**src/design/dmar_pkg.sv**
```systemverilog
// Shared types, constants and codes for the DMA descriptor ring manager.
package dmar_pkg;

  localparam int CHANNEL_COUNT  = 4;
  localparam int MAX_RING_ORDER = 8;

  localparam int CH_AW       = (CHANNEL_COUNT > 1) ? $clog2(CHANNEL_COUNT) : 1;
  localparam int PTR_W       = MAX_RING_ORDER;
  localparam int SIZE_W      = PTR_W + 1;
  localparam int ORD_EFF_W   = $clog2(MAX_RING_ORDER + 1);
  localparam int ORDER_W     = 4;
  localparam int LEN_W       = 32;
  localparam int CFG_DATA_W  = 32;
  localparam int CFG_IDX_W   = 1;

  localparam logic [CFG_IDX_W-1:0] CFG_RING_ORDER = 1'd0;
  localparam logic [CFG_IDX_W-1:0] CFG_MAX_LEN    = 1'd1;

  localparam logic [ORDER_W-1:0] RING_ORDER_RST = 4'd8;
  localparam logic [LEN_W-1:0]   MAX_LEN_RST    = 32'd1048576;

  localparam logic ACT_SUBMIT = 1'b0;
  localparam logic ACT_RETIRE = 1'b1;

  typedef enum logic [1:0] {
    ST_OK      = 2'd0,
    ST_INVALID = 2'd1,
    ST_FULL    = 2'd2,
    ST_EMPTY   = 2'd3
  } status_t;

  typedef struct packed {
    logic        action;
    logic [1:0]  channel;
    logic [63:0] buffer_address;
    logic [31:0] transfer_length;
    logic        done_flag;
    logic        error_flag;
    logic [31:0] bytes_moved;
  } in_item_t;

  typedef struct packed {
    status_t     status;
    logic [7:0]  doorbell_head;
    logic [7:0]  slot_index;
    logic [63:0] desc_address;
    logic [31:0] desc_length;
    logic        desc_valid;
    logic [7:0]  free_slots;
    logic [31:0] completed_total;
    logic [63:0] bytes_total;
    logic [31:0] error_total;
    logic        completion_signal;
  } out_item_t;

  typedef struct packed {
    logic [PTR_W-1:0] head;
    logic [PTR_W-1:0] tail;
    logic [31:0]      completed;
    logic [63:0]      bytes;
    logic [31:0]      errors;
  } ring_entry_t;

  localparam int ENTRY_W = $bits(ring_entry_t);

endpackage

```
**src/design/dmar_xfer_if.sv**
```systemverilog
// Valid/ready channel interfaces for submit/retire requests and results.
interface dmar_in_if import dmar_pkg::*; ();
  logic     valid;
  logic     ready;
  in_item_t payload;

  modport source (output valid, output payload, input ready);
  modport sink   (input valid, input payload, output ready);
endinterface

interface dmar_out_if import dmar_pkg::*; ();
  logic      valid;
  logic      ready;
  out_item_t payload;

  modport source (output valid, output payload, input ready);
  modport sink   (input valid, input payload, output ready);
endinterface

```
**src/design/dmar_state_ram.sv**
```systemverilog
// Generic single-write, single-read RAM with registered read data.
module dmar_state_ram #(
  parameter int DEPTH = 4,
  parameter int WIDTH = 8,
  parameter int AW    = (DEPTH > 1) ? $clog2(DEPTH) : 1
) (
  input  logic             clk,
  input  logic             we,
  input  logic [AW-1:0]    waddr,
  input  logic [WIDTH-1:0] wdata,
  input  logic             re,
  input  logic [AW-1:0]    raddr,
  output logic [WIDTH-1:0] rdata
);

  logic [WIDTH-1:0] mem [DEPTH];
  logic [WIDTH-1:0] rdata_r;

  always_ff @(posedge clk) begin
    if (we) begin
      mem[waddr] <= wdata;
    end
    if (re) begin
      rdata_r <= mem[raddr];
    end
  end

  assign rdata = rdata_r;

endmodule

```
**src/design/dmar_step_unit.sv**
```systemverilog
// Read-modify-write datapath: ring pointer checks and counter updates for one request.
module dmar_step_unit import dmar_pkg::*; (
  input  in_item_t          item,
  input  ring_entry_t       entry,
  input  logic [ORDER_W-1:0] ring_order,
  input  logic [LEN_W-1:0]  max_len,
  output ring_entry_t       entry_nxt,
  output logic              wr_en,
  output out_item_t         result
);

  function automatic logic [SIZE_W-1:0] free_cnt(input logic [SIZE_W-1:0] size,
                                                 input logic [PTR_W-1:0]  h,
                                                 input logic [PTR_W-1:0]  t);
    logic [SIZE_W-1:0] r;
    if (h >= t) begin
      r = size - SIZE_W'(h) + SIZE_W'(t) - SIZE_W'(1);
    end else begin
      r = SIZE_W'(t) - SIZE_W'(h) - SIZE_W'(1);
    end
    return r;
  endfunction

  always_comb begin
    logic [ORD_EFF_W-1:0] ord_eff;
    logic [SIZE_W-1:0]    size;
    logic [PTR_W-1:0]     mask;
    logic [PTR_W-1:0]     h;
    logic [PTR_W-1:0]     t;
    logic [SIZE_W-1:0]    free_pre;
    logic [SIZE_W-1:0]    free_post;

    result    = '0;
    entry_nxt = entry;
    wr_en     = 1'b0;
    free_post = '0;

    ord_eff = ORD_EFF_W'(ring_order);
    if (ring_order == '0) begin
      ord_eff = ORD_EFF_W'(1);
    end
    if (32'(ring_order) > MAX_RING_ORDER) begin
      ord_eff = ORD_EFF_W'(MAX_RING_ORDER);
    end
    size     = SIZE_W'(1) << ord_eff;
    mask     = PTR_W'(size - SIZE_W'(1));
    h        = entry.head & mask;
    t        = entry.tail & mask;
    free_pre = free_cnt(size, h, t);

    if (32'(item.channel) >= CHANNEL_COUNT) begin
      result.status = ST_INVALID;
    end else begin
      wr_en = 1'b1;
      if (item.action == ACT_SUBMIT) begin
        if (item.transfer_length > max_len) begin
          result.status = ST_INVALID;
        end else if (free_pre == '0) begin
          result.status = ST_FULL;
        end else begin
          result.slot_index   = 8'(h);
          result.desc_address = item.buffer_address;
          result.desc_length  = item.transfer_length;
          result.desc_valid   = 1'b1;
          h = (h + PTR_W'(1)) & mask;
        end
      end else begin
        if (h == t) begin
          result.status = ST_EMPTY;
        end else begin
          result.slot_index = 8'(t);
          if (item.done_flag) begin
            entry_nxt.completed = entry.completed + 32'd1;
            entry_nxt.bytes     = entry.bytes + 64'(item.bytes_moved);
            if (item.error_flag) begin
              entry_nxt.errors = entry.errors + 32'd1;
            end
            result.completion_signal = 1'b1;
          end
          t = (t + PTR_W'(1)) & mask;
        end
      end
      free_post              = free_cnt(size, h, t);
      entry_nxt.head         = h;
      entry_nxt.tail         = t;
      result.doorbell_head   = 8'(h);
      result.free_slots      = 8'(free_post);
      result.completed_total = entry_nxt.completed;
      result.bytes_total     = entry_nxt.bytes;
      result.error_total     = entry_nxt.errors;
    end
  end

endmodule

```
**src/design/dma_descriptor_ring_manager_top.sv**
```systemverilog
// Top level of the DMA descriptor ring manager: control, state RAM and result register.
// A request reads its state RAM entry when accepted; the execute state writes it back and
// registers the result, stalling on a full output. New requests are taken only when idle.
// Reset: synchronous, active low; per-channel valid bits make every ring read as zero
// pointers and counters until first written, so there is no clearing pass.
// Registers reset to ring_order 8 and max_transfer_length 1048576.
module dma_descriptor_ring_manager_top import dmar_pkg::*; (
  input  logic                  clk,
  input  logic                  rst_n,
  dmar_in_if.sink               in_xfer,
  dmar_out_if.source            out_xfer,
  input  logic                  cfg_we,
  input  logic [CFG_IDX_W-1:0]  cfg_index,
  input  logic [CFG_DATA_W-1:0] cfg_wdata
);

  typedef enum logic [1:0] {
    S_IDLE = 2'b01,
    S_EXEC = 2'b10
  } state_t;

  state_t             state_r, state_nxt;
  in_item_t           item_r;
  logic [ORDER_W-1:0] ring_order_r;
  logic [LEN_W-1:0]   max_len_r;
  logic               entry_vld_r [CHANNEL_COUNT];
  logic               rd_vld_r;
  out_item_t          out_r;
  logic               out_vld_r;

  logic               in_acc;
  logic               out_free;
  logic               finish;
  logic [CH_AW-1:0]   rd_addr;
  logic [CH_AW-1:0]   wr_addr;
  logic [ENTRY_W-1:0] ram_q;
  ring_entry_t        entry_cur;
  ring_entry_t        entry_nxt;
  logic               step_wr;
  logic               ram_we;
  out_item_t          step_res;

  assign in_xfer.ready    = (state_r == S_IDLE);
  assign in_acc           = in_xfer.valid && in_xfer.ready;
  assign out_free         = !out_vld_r || out_xfer.ready;
  assign finish           = (state_r == S_EXEC) && out_free;
  assign rd_addr          = CH_AW'(in_xfer.payload.channel);
  assign wr_addr          = CH_AW'(item_r.channel);
  assign ram_we           = finish && step_wr;
  assign entry_cur        = rd_vld_r ? ring_entry_t'(ram_q) : '0;
  assign out_xfer.valid   = out_vld_r;
  assign out_xfer.payload = out_r;

  dmar_state_ram #(
    .DEPTH (CHANNEL_COUNT),
    .WIDTH (ENTRY_W),
    .AW    (CH_AW)
  ) u_ram (
    .clk   (clk),
    .we    (ram_we),
    .waddr (wr_addr),
    .wdata (entry_nxt),
    .re    (in_acc),
    .raddr (rd_addr),
    .rdata (ram_q)
  );

  dmar_step_unit u_step (
    .item       (item_r),
    .entry      (entry_cur),
    .ring_order (ring_order_r),
    .max_len    (max_len_r),
    .entry_nxt  (entry_nxt),
    .wr_en      (step_wr),
    .result     (step_res)
  );

  always_comb begin
    state_nxt = state_r;
    unique case (state_r)
      S_IDLE: begin
        if (in_acc) begin
          state_nxt = S_EXEC;
        end
      end
      S_EXEC: begin
        if (out_free) begin
          state_nxt = S_IDLE;
        end
      end
      default: state_nxt = S_IDLE;
    endcase
  end

  always_ff @(posedge clk) begin
    if (!rst_n) begin
      state_r      <= S_IDLE;
      ring_order_r <= RING_ORDER_RST;
      max_len_r    <= MAX_LEN_RST;
      out_vld_r    <= 1'b0;
      rd_vld_r     <= 1'b0;
      for (int i = 0; i < CHANNEL_COUNT; i++) begin
        entry_vld_r[i] <= 1'b0;
      end
    end else begin
      state_r <= state_nxt;
      if (cfg_we) begin
        unique case (cfg_index)
          CFG_RING_ORDER: ring_order_r <= cfg_wdata[ORDER_W-1:0];
          CFG_MAX_LEN:    max_len_r    <= cfg_wdata[LEN_W-1:0];
          default: ;
        endcase
      end
      if (in_acc) begin
        rd_vld_r <= entry_vld_r[rd_addr];
      end
      if (ram_we) begin
        entry_vld_r[wr_addr] <= 1'b1;
      end
      if (finish) begin
        out_vld_r <= 1'b1;
      end else if (out_xfer.ready) begin
        out_vld_r <= 1'b0;
      end
    end
  end

  always_ff @(posedge clk) begin
    if (in_acc) begin
      item_r <= in_xfer.payload;
    end
    if (finish) begin
      out_r <= step_res;
    end
  end

  a_wr_only_exec: assert property (@(posedge clk) disable iff (!rst_n)
    ram_we |-> state_r == S_EXEC)
    else $error("state RAM written outside execute state");

  a_result_from_exec: assert property (@(posedge clk) disable iff (!rst_n)
    $rose(out_vld_r) |-> $past(state_r) == S_EXEC)
    else $error("result appeared without an executed request");

  a_accept_then_exec: assert property (@(posedge clk) disable iff (!rst_n)
    in_acc |=> state_r == S_EXEC && !in_xfer.ready)
    else $error("accepted request did not enter execute state");

  a_desc_xor_completion: assert property (@(posedge clk) disable iff (!rst_n)
    out_vld_r |-> !(out_r.desc_valid && out_r.completion_signal))
    else $error("result flags both a new descriptor and a completion");

endmodule

```
**src/flat_wrapper.sv**
```systemverilog
// flat-port wrapper written by rule: the top's interface ports become plain ports
module dma_descriptor_ring_manager_top_flat import dmar_pkg::*;
  (clk, rst_n, cfg_we, cfg_index, cfg_wdata, in_xfer_valid, in_xfer_payload, in_xfer_ready, out_xfer_valid, out_xfer_payload, out_xfer_ready);
  dmar_in_if in_xfer_i ();
  dmar_out_if out_xfer_i ();
  input  logic clk;
  input  logic rst_n;
  input  logic cfg_we;
  input  logic [CFG_IDX_W-1:0] cfg_index;
  input  logic [CFG_DATA_W-1:0] cfg_wdata;
  input wire logic [$bits(in_xfer_i.valid)-1:0] in_xfer_valid;
  input wire logic [$bits(in_xfer_i.payload)-1:0] in_xfer_payload;
  output wire logic [$bits(in_xfer_i.ready)-1:0] in_xfer_ready;
  output wire logic [$bits(out_xfer_i.valid)-1:0] out_xfer_valid;
  output wire logic [$bits(out_xfer_i.payload)-1:0] out_xfer_payload;
  input wire logic [$bits(out_xfer_i.ready)-1:0] out_xfer_ready;
  assign in_xfer_i.valid = in_xfer_valid;
  assign in_xfer_i.payload = in_xfer_payload;
  assign in_xfer_ready = in_xfer_i.ready;
  assign out_xfer_valid = out_xfer_i.valid;
  assign out_xfer_payload = out_xfer_i.payload;
  assign out_xfer_i.ready = out_xfer_ready;
  dma_descriptor_ring_manager_top u_core (.clk(clk), .rst_n(rst_n), .in_xfer(in_xfer_i), .out_xfer(out_xfer_i), .cfg_we(cfg_we), .cfg_index(cfg_index), .cfg_wdata(cfg_wdata));
endmodule
```
**config.mk**
```make
export PLATFORM = sky130hd
export DESIGN_NAME = dma_descriptor_ring_manager_top_flat
export DESIGN_NICKNAME = d
export VERILOG_FILES = /design/src/design/dmar_pkg.sv /design/src/design/dmar_xfer_if.sv /design/src/design/dmar_state_ram.sv /design/src/design/dmar_step_unit.sv /design/src/design/dma_descriptor_ring_manager_top.sv /design/src/flat_wrapper.sv
export SDC_FILE = /design/constraint.sdc
export NUM_CORES = 1
export LEC_CHECK = 0
export BUFFER_PORTS_ARGS = -buffer_cell sky130_fd_sc_hd__buf_4
export CORE_MARGIN = 2
export CORE_UTILIZATION = 59
export DETAILED_ROUTE_END_ITERATION = 8
export GPL_ROUTABILITY_DRIVEN = 0
export GPL_TIMING_DRIVEN = 0
export PLACE_DENSITY = 0.89
export REMOVE_ABC_BUFFERS = 1
export SYNTH_ARGS = -nofsm -noshare
export SYNTH_HDL_FRONTEND = slang
export SYNTH_SLANG_ARGS = --single-unit
```
**constraint.sdc**
```tcl
create_clock -name clk -period 33.6 [get_ports clk]
set_input_delay 5.04 -clock clk [delete_from_list [all_inputs] [get_ports clk]]
set_output_delay 5.04 -clock clk [all_outputs]
set_load 0.03 [all_outputs]
```
======== Word level (Yosys, flattened, before mapping) ========
Memory sizes are Yosys's and may differ from the RTL's. A register that Yosys moved wholly into a read port is not among the register bits.
Index checks and enable logic that the tools add are counted.
cells by class
  order comparisons ....................... 4
  reduce and logical (&&, ||, !) cells .... 15
  equal/unequal tests ..................... 5
  bitwise logic cells ..................... 6
  muxes and demuxes ....................... 36
  add/subtract/negate cells ............... 16
  shift operators ......................... 1
operators with widths
  kind                                                                count
  128-bit two-way mux                                                 3
  105-bit two-way mux                                                 2
  144-bit two-way mux                                                 1
  32-bit by 1-bit adder with 32-bit output, second input constant     2
  64-bit by 32-bit adder with 64-bit output                           1
  8-bit two-way mux                                                   8
  8-bit bitwise AND                                                   4
  32-bit greater-than comparator                                      1
  32-bit two-way mux                                                  1
  8-bit by 1-bit subtractor with 8-bit output, second input constant  3
  9-bit by 1-bit subtractor with 9-bit output, second input constant  2
  8-bit by 1-bit adder with 8-bit output, second input constant       2
  8-bit >= comparator                                                 2
  8-bit subtractor                                                    2
  2-bit two-way mux                                                   7
  1-bit two-way mux                                                   10
  9-bit by 8-bit adder with 9-bit output                              1
  9-bit logical NOT                                                   1
  9-bit two-way mux                                                   1
  1-bit by 4-bit left shift with 9-bit output, first input constant   1
  8-bit by 8-bit subtractor with 9-bit output                         1
  9-bit by 8-bit subtractor with 9-bit output                         1
  8-bit adder                                                         1
  8-bit == test                                                       1
  other kinds (17)                                                    24
storage, ports and cells
  output and inout bits ................... 254
  register bits ........................... 424
  memories ................................ 2
  input bits .............................. 171
  bits in writable memories ............... 580
memory list
  memory              words  width  rd ports  clocked after memory_dff  wr ports  line                                   source
  u_core.u_ram.mem    4      144    1         1                         1         dmar_state_ram.sv:16                   logic [WIDTH-1:0] mem [DEPTH];
  u_core.entry_vld_r  4      1      1         1                         4         dma_descriptor_ring_manager_top.sv:26  logic entry_vld_r [CHANNEL_COUNT];

======== Depth between registers and ports, before layout ========
  depth in word-level cells ............... 18
  mapped depth ............................ 39
  depth with buffers taken out ............ 34

======== Modules after synthesis ========
From an unflattened synthesis, not the netlist that was laid out.
unflattened totals
  cells, all modules ...................... 2959
  area, all modules ....................... 48451.5 um2
modules (own cells, without submodules)
  module                           seq. area each (um2)  cells each  times used  area each (um2)
  dmar_state_ram                   21620.7               900         1           25095.3
  dma_descriptor_ring_manager_top  12451.9               736         1           14196.1
  dmar_step_unit                   0.0                   1323        1           9160.0

======== Worst setup path before layout ========
Ideal clock, no wire load.
  path kind ............................... input to register
  start point ............................. in out_xfer_ready
  end point ............................... mem u_core.u_ram.mem[0][0] in the netlist's numbering (enable)
  data arrival time ....................... 24.421 ns
  buffers on the path ..................... 0
  setup slack ............................. 8.323 ns
  required time ........................... 32.745 ns
  cell stages on the path ................. 3
  setup time .............................. 0.855 ns
  cells stage by stage .................... nand2b_1 > nor2b_1 > nor3b_1
on the way
  word-level cells in the longest chain between the ends .. 4
RTL lines
  element                                  line                                   source
  from (decl)                              flat_wrapper.sv:16                     input wire logic [$bits(out_xfer_i.ready)-1:0] out_xfer_ready;
  1-bit logical OR                         dma_descriptor_ring_manager_top.sv:45  assign out_free = !out_vld_r || out_xfer.ready;
  1-bit logical AND                        dma_descriptor_ring_manager_top.sv:46  assign finish = (state_r == S_EXEC) && out_free;
  via u_core.finish                        dma_descriptor_ring_manager_top.sv:33  logic finish;
  1-bit two-way mux                        dmar_state_ram.sv:20                   if (we) begin
  1-bit two-way mux (implied by the code)  dmar_state_ram.sv:21                   mem[waddr] <= wdata;
  to (decl)                                dmar_state_ram.sv:16
The timed path passes the listed nets, and every way through them passes these cells.

==> flow_summary.rst <==
.. list-table::
   :header-rows: 1

   * - Metric
     - Value
   * - Die height
     - 287.3 µm
   * - Worst-case hold path end point
     - u_core.max_len_r[6]$_SDFFE_PN0P_
   * - Vias/cell
     - 6.173
   * - Result of the run
     - complete, no violations
   * - Fin worst setup slack
     - 24.59 ns
   * - Share of the synthesized area in the top cell type
     - 70.16%
   * - Number of detailed-routing iterations run before antenna repair
     - 6
   * - FF+latch count, synth
     - 1,149
   * - Vias in the first global route
     - 28.39k
   * - Power per cell area
     - 54.11 nW/µm²
   * - Number of cells upsized or downsized after cts
     - 0
   * - Number of remaining DRC errors
     - 0
   * - Number of hold buffers added after CTS
     - 0
   * - Tot Pwr
     - 3034 µW
   * - Number of DRC violations after detailed-routing iteration 0
     - 3,055
   * - Clk root buf
     - sky130_fd_sc_hd__clkbuf_16
   * - Sink Count
     - 1,149
   * - Slowest stage cell, crit path
     - sky130_fd_sc_hd__o21ai_0
   * - Maximum number of pins on one net before global-route repair
     - 100
   * - Post-Syn Instances
     - 2,895
   * - Maximum ir drop on the vdd rail
     - 51.10 µV
   * - Number of endpoints with negative hold slack in the final report
     - 0
   * - Min-delay src
     - u_core.max_len_r[6]$_SDFFE_PN0P_
   * - MaxCap Viol Count
     - 0
   * - Highest fanout seen on the critical path
     - 24
   * - RSZ-0062 raised after global routing
     - no
   * - Effective utilization at floorplan
     - 59.73%
   * - Proportion of synthesized flip-flops having asynchronous set or reset
     - 0%
   * - Headroom to the max-slew limit
     - 4.004%
   * - Count of H-tree levels built during CTS
     - 3
   * - Initial antenna violation count
     - 4
   * - Slew of the pin with the lowest slew margin
     - 1.440 ns
   * - Met3 track demand over resource
     - 5.802%
   * - Pleak
     - 0.01998 µW
   * - Minimum clock period
     - 9.010 ns
   * - Area of the mapped netlist
     - 47,340 µm²
   * - Width of the chip
     - 287.3 µm
   * - Gr busiest metal
     - met2
   * - Launching point of the worst reg2reg path
     - u_core.ring_order_r[3]$_SDFFE_PN1P_
   * - Pins over their slew limit
     - 0
   * - Placement Cell Area
     - 52,440 µm²
   * - Count of standard-cell rows
     - 103
   * - Fraction of layout instances using a drive strength above 1
     - 24.00%
   * - Sort of element at the end of the critical path
     - flip-flop
   * - Seq/Total Area, Yosys
     - 71.98%
   * - Count of flip-flops with a built-in enable after synthesis
     - 1,106
   * - Core region area
     - 79,260 µm²
   * - Number of vias in the routed layout
     - 27.88k
   * - Post-route design area
     - 56,070 µm²
   * - Critical path start-end classification
     - flip-flop to flip-flop
   * - Distinct cell type count of the synthesized netlist
     - 78
   * - TritonCTS clock tree
     - yes
   * - DIE AREA
     - 82,520 µm²
   * - Count of nets left with antenna violations after detail routing
     - 0
   * - Crit start category
     - flip-flop
   * - Reg2Reg Capture Point
     - u_core.out_xfer.payload[136]$_DFFE_PP_
   * - GR Overflow Total
     - 0
   * - Clock skew
     - 0.03691 ns
   * - Buffers inserted by post-CTS timing repair
     - 0
   * - Global-route usage over all layers
     - 27.58%
   * - Clk_lat worst skew
     - 0.68 ns
   * - Global-route wire length before repair
     - 170.6 mm
   * - Layout Utilization
     - 70.74%
   * - Path depth of the worst reg2reg path
     - 28
   * - # placed instances
     - 4,315
   * - Final-report setup violation count
     - 0
   * - Number of buffers created by CTS
     - 109
   * - Max Root-Sink Buffers
     - 3
   * - Area growth from synthesis to layout
     - 18.44%
   * - Reg clk slew, reported paths
     - 0.06 ns
   * - Final critical-path share of the clock period
     - 26.81%
   * - Top FF cell, synth
     - sky130_fd_sc_hd__edfxtp_1
   * - IO Count
     - 425
   * - Maximum clock rate
     - 111.0 MHz
   * - Worst Hold Depth
     - 2
   * - Final Non-Filler Cells
     - 4,517
   * - Data arrival time of the critical path
     - 9.42 ns
   * - Number of warnings reported in the yosys synthesis log
     - 0
   * - Input/output buffers
     - 424
   * - Minimum setup slack among reg-to-reg paths
     - 24.59 ns
   * - Mean instance size in the synthesized netlist
     - 16.35 µm²
   * - Detailed Route WL
     - 114.1 mm
   * - GRT met1 Usage
     - 33.95%
   * - Most common cell type on the critical path
     - sky130_fd_sc_hd__o21ai_0
   * - Critical Path Max Stage Delay
     - 0.88 ns
   * - Placement-stage worst setup slack
     - 24.87 ns
   * - Data required time at the worst endpoint
     - 34.01 ns
   * - Half-perimeter wire length after placement
     - 71.20 mm
   * - Fill cell instance count of the final layout
     - 4,582
   * - Met2 track utilization from global routing
     - 47.58%
   * - Dominant cells by area after synthesis
     - sky130_fd_sc_hd__edfxtp_1, sky130_fd_sc_hd__mux4_2, sky130_fd_sc_hd__ha_1, sky130_fd_sc_hd__and2_1, sky130_fd_sc_hd__nand2_1
   * - Type of the tightest min-delay check
     - flip-flop to flip-flop
   * - Nets
     - 3,678
   * - Average wire per cell in the routed design
     - 25.26 µm
   * - Library cell occupying the most area in the post-synthesis netlist
     - sky130_fd_sc_hd__edfxtp_1
-- cells in the final DEF (no fill, tap or decap), types with 21 or more instances in the layout --
cell                           n
sky130_fd_sc_hd__a21boi_0     35
sky130_fd_sc_hd__a21o_1       38
sky130_fd_sc_hd__a21oi_1      82
sky130_fd_sc_hd__and2_1      154
sky130_fd_sc_hd__buf_4       424
sky130_fd_sc_hd__clkbuf_16   109
sky130_fd_sc_hd__clkinv_1     21
sky130_fd_sc_hd__clkinv_2     22
sky130_fd_sc_hd__dfxtp_1      42
sky130_fd_sc_hd__edfxtp_1   1106
sky130_fd_sc_hd__ha_1        119
sky130_fd_sc_hd__inv_1        94
sky130_fd_sc_hd__mux4_2      145
sky130_fd_sc_hd__nand2_1     251
sky130_fd_sc_hd__nand2b_1     24
sky130_fd_sc_hd__nand3_1      56
sky130_fd_sc_hd__nand4_1      38
sky130_fd_sc_hd__nor2_1      116
sky130_fd_sc_hd__nor3_1       25
sky130_fd_sc_hd__o21ai_0      91
sky130_fd_sc_hd__xnor2_1      66
sky130_fd_sc_hd__xor2_1       61
-- report_power, final --
part / leakage, µW / internal, µW / switching [µW]
Combinational: 0.00752 / 70.7 / 97.9
Clock: 0.00175 / 703 / 541
Sequential: 0.0107 / 1600 / 20.3
-- metal layers --
metal  vias to the layer above  share of wire (%)
li1                      11990                  -
met1                     13890                 36
met2                      1662                 51
met3                       328                8.9
met4                         8                4.3
met5                         -              0.046
-- worst max-delay path: cells and delay by family (launching register included) --
family	cells	cell delay (ns)
simple gates	7	2.21
compound gates	9	2.53
fa+ha+maj	5	1.84
xor+xnor	3	0.68
buf+inv	3	0.56
mux	1	0.31
flops	1	0.57
-- state kept, by name, indices dropped and copies added, names as in the netlist --
name and flops:
u_core.entry_vld_r 4, u_core.item_r 131, u_core.max_len_r 32, u_core.out_xfer.payload 252
u_core.out_xfer.valid 1, u_core.rd_vld_r 1, u_core.ring_order_r 4, u_core.state_r 2
u_core.u_ram.mem 576, u_core.u_ram.rdata 144, u_core.wr_addr 2
-- cell usage after synthesis, drive strengths merged, types with 9 or more instances --
| cell type | n |
|---|---|
| edfxtp | 1106 |
| o21a | 10 |
| nand2 | 252 |
| dfxtp | 43 |
| nand3 | 58 |
| and2 | 155 |
| nand2b | 24 |
| nor3 | 26 |
| a211oi | 11 |
| nor2 | 118 |
| fa | 12 |
| inv | 96 |
| nor4 | 9 |
| o21ai | 94 |
| nor2b | 19 |
| mux2i | 12 |
| or2 | 10 |
| clkbuf | 62 |
| and3 | 23 |
| a21boi | 35 |
| xnor2 | 66 |
| buf | 42 |
| a21oi | 83 |
| mux4 | 145 |
| o21bai | 10 |
| nand4 | 38 |
| a21o | 38 |
| xor2 | 62 |
| ha | 119 |
| or3 | 16 |
-- cell families after synthesis --
logic type                 synth area share, %
DFF                                      71.98
other                                 0.007922
and+or+nand+nor                          8.302
xor gates and xnor gates                 2.384
buffers and inverters                    1.689
adders and majority gates                3.653
AOI/OAI and AO/OA                        4.692
muxes                                    7.295
-- worst max-delay path by stage --
stage / slack, ns / depth (start not counted) / from / end
after floorplan: 8.32 / 3 / out_xfer_ready / u_core.u_ram.mem[0][0]$_DFFE_PP_
final: 24.59 / 28 / u_core.ring_order_r[3]$_SDFFE_PN1P_ / u_core.out_xfer.payload[136]$_DFFE_PP_
after CTS: 24.75 / 29 / u_core.ring_order_r[3]$_SDFFE_PN1P_ / u_core.out_xfer.payload[136]$_DFFE_PP_
after global routing: 23.99 / 28 / u_core.ring_order_r[3]$_SDFFE_PN1P_ / u_core.out_xfer.payload[136]$_DFFE_PP_
after global placement: -2.03 / 5 / out_xfer_ready / u_core.u_ram.mem[1][28]$_DFFE_PP_
after detailed placement: 24.87 / 29 / u_core.ring_order_r[3]$_SDFFE_PN1P_ / u_core.out_xfer.payload[136]$_DFFE_PP_
-- metrics by stage --
| stage | TNS (ns) | hold slack [ns] |
|---|---|---|
| 2_1_floorplan | 0 | 0.4354 |
| 3_3_place_gp | -486.26 | 0.4413 |
| 3_5_place_dp | 0 | 0.4582 |
| 4_1_cts | 0 | 0.4665 |
| 5_1_grt | 0 | 0.4850 |
| 6_report | 0 | 0.4683 |
-- cell type report --
cell class	instances	area, µm²	share of cell area [%]
Multi-Input combinational cell	1545	12520	22.33
Tap cell	1050	1314	2.343
Clock inverter	77	818.3	1.459
Antenna cell	1	2.502	0.004463
Timing Repair Buffer	473	4165	7.429
Clock buffer	124	2804	5.001
Sequential cell	1149	34080	60.78
Inverter	98	367.9	0.6561
No activity file was read; power rests on OpenSTA's default activity.
